**config.mk**
```make
export PLATFORM = sky130hd
export DESIGN_NAME = iwo_mul
export DESIGN_NICKNAME = d
export VERILOG_FILES = /design/src/hw/rtl/iwo_pkg.sv /design/src/hw/rtl/iwo_mul.sv
export SDC_FILE = /design/constraint.sdc
export NUM_CORES = 1
export LEC_CHECK = 0
export BUFFER_PORTS_ARGS = -buffer_cell sky130_fd_sc_hd__buf_2
export CAP_MARGIN = 20
export CORE_AREA = 2 2 229 141
export CTS_CLUSTER_DIAMETER = 200
export DETAILED_ROUTE_END_ITERATION = 8
export DIE_AREA = 0 0 231 143
export GPL_ROUTABILITY_DRIVEN = 0
export GPL_TIMING_DRIVEN = 0
export SETUP_SLACK_MARGIN = 0.2
export SLEW_MARGIN = 15
export SYNTH_ARGS = -nofsm -noshare
export SYNTH_HDL_FRONTEND = slang
export SYNTH_SLANG_ARGS = --single-unit
```
**constraint.sdc**
```tcl
create_clock -name clk -period 5 [get_ports clk]
set_clock_uncertainty 0.05 [all_clocks]
set_input_delay 0 -clock clk [delete_from_list [all_inputs] [get_ports clk]]
set_output_delay 0 -clock clk [all_outputs]
set_load 0.01 [all_outputs]
```
**src/hw/rtl/iwo_pkg.sv**
```systemverilog
// ----------------------------------------------------------------------------
// iwo_pkg: shared types and constants of the wavetable oscillator
// Sequencer states, action codes and widths of the shared multiplier.
// ----------------------------------------------------------------------------
`default_nettype none

package iwo_pkg;

  // Action codes carried on the input tuser bit
  localparam logic ACT_WRITE = 1'b0;
  localparam logic ACT_TICK  = 1'b1;

  // Fixed field widths
  localparam int unsigned IDX_FIELD_W = 10;
  localparam int unsigned SMP_W       = 16;
  localparam int unsigned CTRL_W      = 10;
  localparam int unsigned IN_DATA_W   = 48;
  localparam int unsigned OUT_DATA_W  = 32;

  // Shared multiplier: signed sample by unsigned weight (up to amp*8)
  localparam int unsigned MUL_A_W = SMP_W;
  localparam int unsigned MUL_B_W = 13;
  localparam int unsigned PROD_W  = MUL_A_W + MUL_B_W + 1;

  // Offset-binary midpoint
  localparam logic [SMP_W-1:0] MID_OFFSET = 16'h7fff;

  // Sequencer states
  typedef enum logic [2:0] {
    ST_IDLE,
    ST_READ_A,
    ST_READ_B,
    ST_BLEND,
    ST_SCALE,
    ST_DONE
  } iwo_state_t;

endpackage

`default_nettype wire

```
**src/hw/rtl/iwo_mul.sv**
```systemverilog
// ----------------------------------------------------------------------------
// iwo_mul: shared registered multiplier
// Signed sample times unsigned weight, product registered when enabled.
// ----------------------------------------------------------------------------
`default_nettype none

module iwo_mul (
  input  wire logic                                   clk,
  input  wire logic                                   en,
  input  wire logic signed [iwo_pkg::MUL_A_W-1:0]     op_a,
  input  wire logic        [iwo_pkg::MUL_B_W-1:0]     op_b,
  output      logic signed [iwo_pkg::PROD_W-1:0]      prod_r
);
  import iwo_pkg::*;

  logic signed [MUL_B_W:0]  op_b_s;
  logic signed [PROD_W-1:0] prod_nxt;

  // Treat the weight as a non-negative signed operand
  assign op_b_s   = $signed({1'b0, op_b});
  assign prod_nxt = PROD_W'(op_a * op_b_s);

  // Hold the product until the next enabled step
  always_ff @(posedge clk) begin
    if (en) begin
      prod_r <= prod_nxt;
    end
  end

endmodule

`default_nettype wire
```
==> flow_summary.toml <==
[setup_path]
critPathRequiredTime_ns = 4.97
crit_arrival_ns = 5.08
start_kind = "primary input"
path_class = "in2reg"
endpoint_kind = "flip-flop"
path_max_fanout = 4

[synth]
synth_edf_count = 30
syn-num-nets = 1273
synth_ff_type = "edfxtp_1"
synthCells = 966
yosys-top-cells-area = "fa_1, ha_1, edfxtp_1, inv_1, and2_1"
synth_top_area_share = 0.444
synthDistinctLibCells = 49
netlist_area_um2 = 9110
synth.ff_latch_count = 30
ys_seq_area_frac = 0.0988
yosys_warnings = 0
avgSynthCellArea_um2 = 9.43
synth.largest_area_cell = "fa_1"
async_reset_ff_frac = 0

[sta]
fin_crit_sh = 1.02
finalHoldViolCount = 0
slew_violations = 0
setup_violations = 9
fin_crit_ns = 5.11
worst_pin_slew_ns = 0.711
relSlewSlack = 0.525
max_freq_mhz = 196
fin_tns_setup_ns = -0.606
rsz0062_at_grt = "true"
fin_ws_ns = -0.113

[clock_network]
cts_buffers = 5
clock_path_buffers = 2
cts_tree = "built"
cts.sinks = 30
clk_pin_slew_worst_paths_ns = 0.05
cts_hold_buf = 0
cts_max_level = 2
root_buffer = "clkbuf_16"

[flow_run]
max-cap-violations = 0

[floorplan]
die_h_um = 143
io_pins = 61
core_um2 = 30800
die_area_um2 = 33000
row_count = 50
die_w_um = 231
start_util = 0.296

[route]
vias = 6752
drtIter0Drc = 464
ant_nets = 0
first_pass_iters = 4
drc = 0
via_per_inst = 4.47
avgRoutedWirePerCell_um = 16.6
wl_mm = 25.1

[final_layout]
synthToLayoutAreaGrowth_pct = 29.2
nFillCells = 3059
multi_input_area_um2 = 7780
drive_gt1_frac = 0.275
diodes = 0
regMostFlops = "prod_r"
instances_no_fill = 1512
largest_reg_flops = 30
top_regs = "prod_r: 30 flops"
regArea_um2 = 901
nNetsFinal = 1402

[global_routing]
antenna_found_initial = 1
grt_util_all_layers = 0.156
grt_pass1_wl_mm = 39.8
grt_max_degree = 31
first_global_vias = 7173
grt-ovfl-total = 0

[placed_design]
placedCellCount = 1442
hpwl_mm = 20.5
port_buffers = 60

[outcome]
status = "finished, violations left"
violations = "negative setup slack"

[hold_path]
hold_class = "in2reg"
-- kinds of logic (layout without fill, tap and decap cells) --
kind of cell	after synthesis	after routing	share of synthesized area
compound gates	85	85	0.0632
fa+ha+maj	276	276	0.545
mux	1	1	0.00110
flops	30	30	0.0988
simple gates	272	272	0.151
xor+xnor	29	29	0.0279
buf+inv	273	403	0.113
-- routing by layer --
layer  track usage  wire length (um)
met1         0.243             12900
met4        0.0160               104
met5             0                13
met3        0.0313              1980
met2         0.227             10100
-- timing repair --
action | 4_1_cts | 5_1_grt
pin swaps | 69 | 76
setup buffers | 39 | 17
gates resized for setup | 141 | 87
endpoints found under the hold margin | 0 | 0
gates cloned | 3 | 3
endpoints found under the setup margin | 19 | 19
-- critical path: stages --
cell,delay (ns)
buf_6,0.11
buf_8,0.12
and2_4,0.13
fa_1,0.54
inv_2,0.05
fa_1,0.49
inv_2,0.04
fa_1,0.53
fa_1,0.45
fa_1,0.54
fa_1,0.50
ha_1,0.32
buf_6,0.13
a211oi_2,0.24
a22oi_2,0.13
a31oi_1,0.21
o21ai_1,0.13
a21o_1,0.18
a21oi_2,0.13
xnor2_1,0.11
-- cell usage after synthesis, drive strengths merged (3+ instances only) --
master    n
inv     240
a21o     12
o21ai    19
nand2b    5
clkbuf   30
a211oi    4
buf       3
nand3     5
edfxtp   30
ha       74
xor2      8
a31oi     6
fa      202
nor2b     5
a21oi    23
and3      7
nand4     5
o211ai    3
nor3      5
and2    104
nand2   116
nor2     15
xnor2    21
o21bai    3
-- stage by stage --
stage / utilization / instance area [um^2] / worst slack [ns] / hold WS, ns
floorplan: - / 9420 / -0.00901 / 0.0625
global placement: 0.333 / 10200 / -0.747 / 0.308
detailed placement: 0.333 / 10200 / -0.836 / 0.310
CTS: 0.367 / 11300 / -0.110 / 0.0180
global route: 0.383 / 11800 / -0.276 / 0.0315
finish: 0.383 / 11800 / -0.113 / 0.0224
-- layout make-up --
class | count | area share
Buffer | 33 | 0.0447
Multi-Input combinational cell | 663 | 0.661
Tap cell | 416 | 0.0442
Clock inverter | 3 | 0.00138
Timing Repair Buffer | 122 | 0.0851
Sequential cell | 30 | 0.0765
Inverter | 240 | 0.0765
Clock buffer | 5 | 0.0106
-- worst paths after layout --
path,startpoint,to,slack [ns],cells past startpoint
worst max-delay path,op_a[4],prod_r[22],-0.11,20
worst min-delay path,op_a[0],prod_r[0],0.02,2
-- cells in the final DEF, fill, tap and decap left out, types with 4 or more instances in the layout --
| cell type | n |
|---|---|
| and2_4 | 18 |
| nand4_1 | 5 |
| clkbuf_8 | 5 |
| clkbuf_16 | 18 |
| xor2_1 | 6 |
| clkbuf_4 | 5 |
| nand2_2 | 12 |
| buf_4 | 51 |
| ha_4 | 15 |
| a21o_1 | 12 |
| xnor2_1 | 18 |
| ha_1 | 58 |
| nand2b_1 | 5 |
| fa_2 | 25 |
| nand2_1 | 104 |
| buf_12 | 7 |
| a21oi_2 | 8 |
| o21ai_2 | 6 |
| fa_1 | 177 |
| and2_1 | 86 |
| nand3_1 | 4 |
| buf_2 | 42 |
| nor3_1 | 4 |
| edfxtp_1 | 30 |
| nor2b_1 | 5 |
| and3_4 | 4 |
| o21ai_0 | 9 |
| a21oi_1 | 12 |
| buf_6 | 20 |
| inv_1 | 221 |
| buf_8 | 8 |
| nor2_1 | 12 |
| o21ai_1 | 4 |
| inv_2 | 19 |
Power is left out: the tool's default activity adds up to more than one toggle a clock period on the data nets, which glitch-free logic cannot reach.
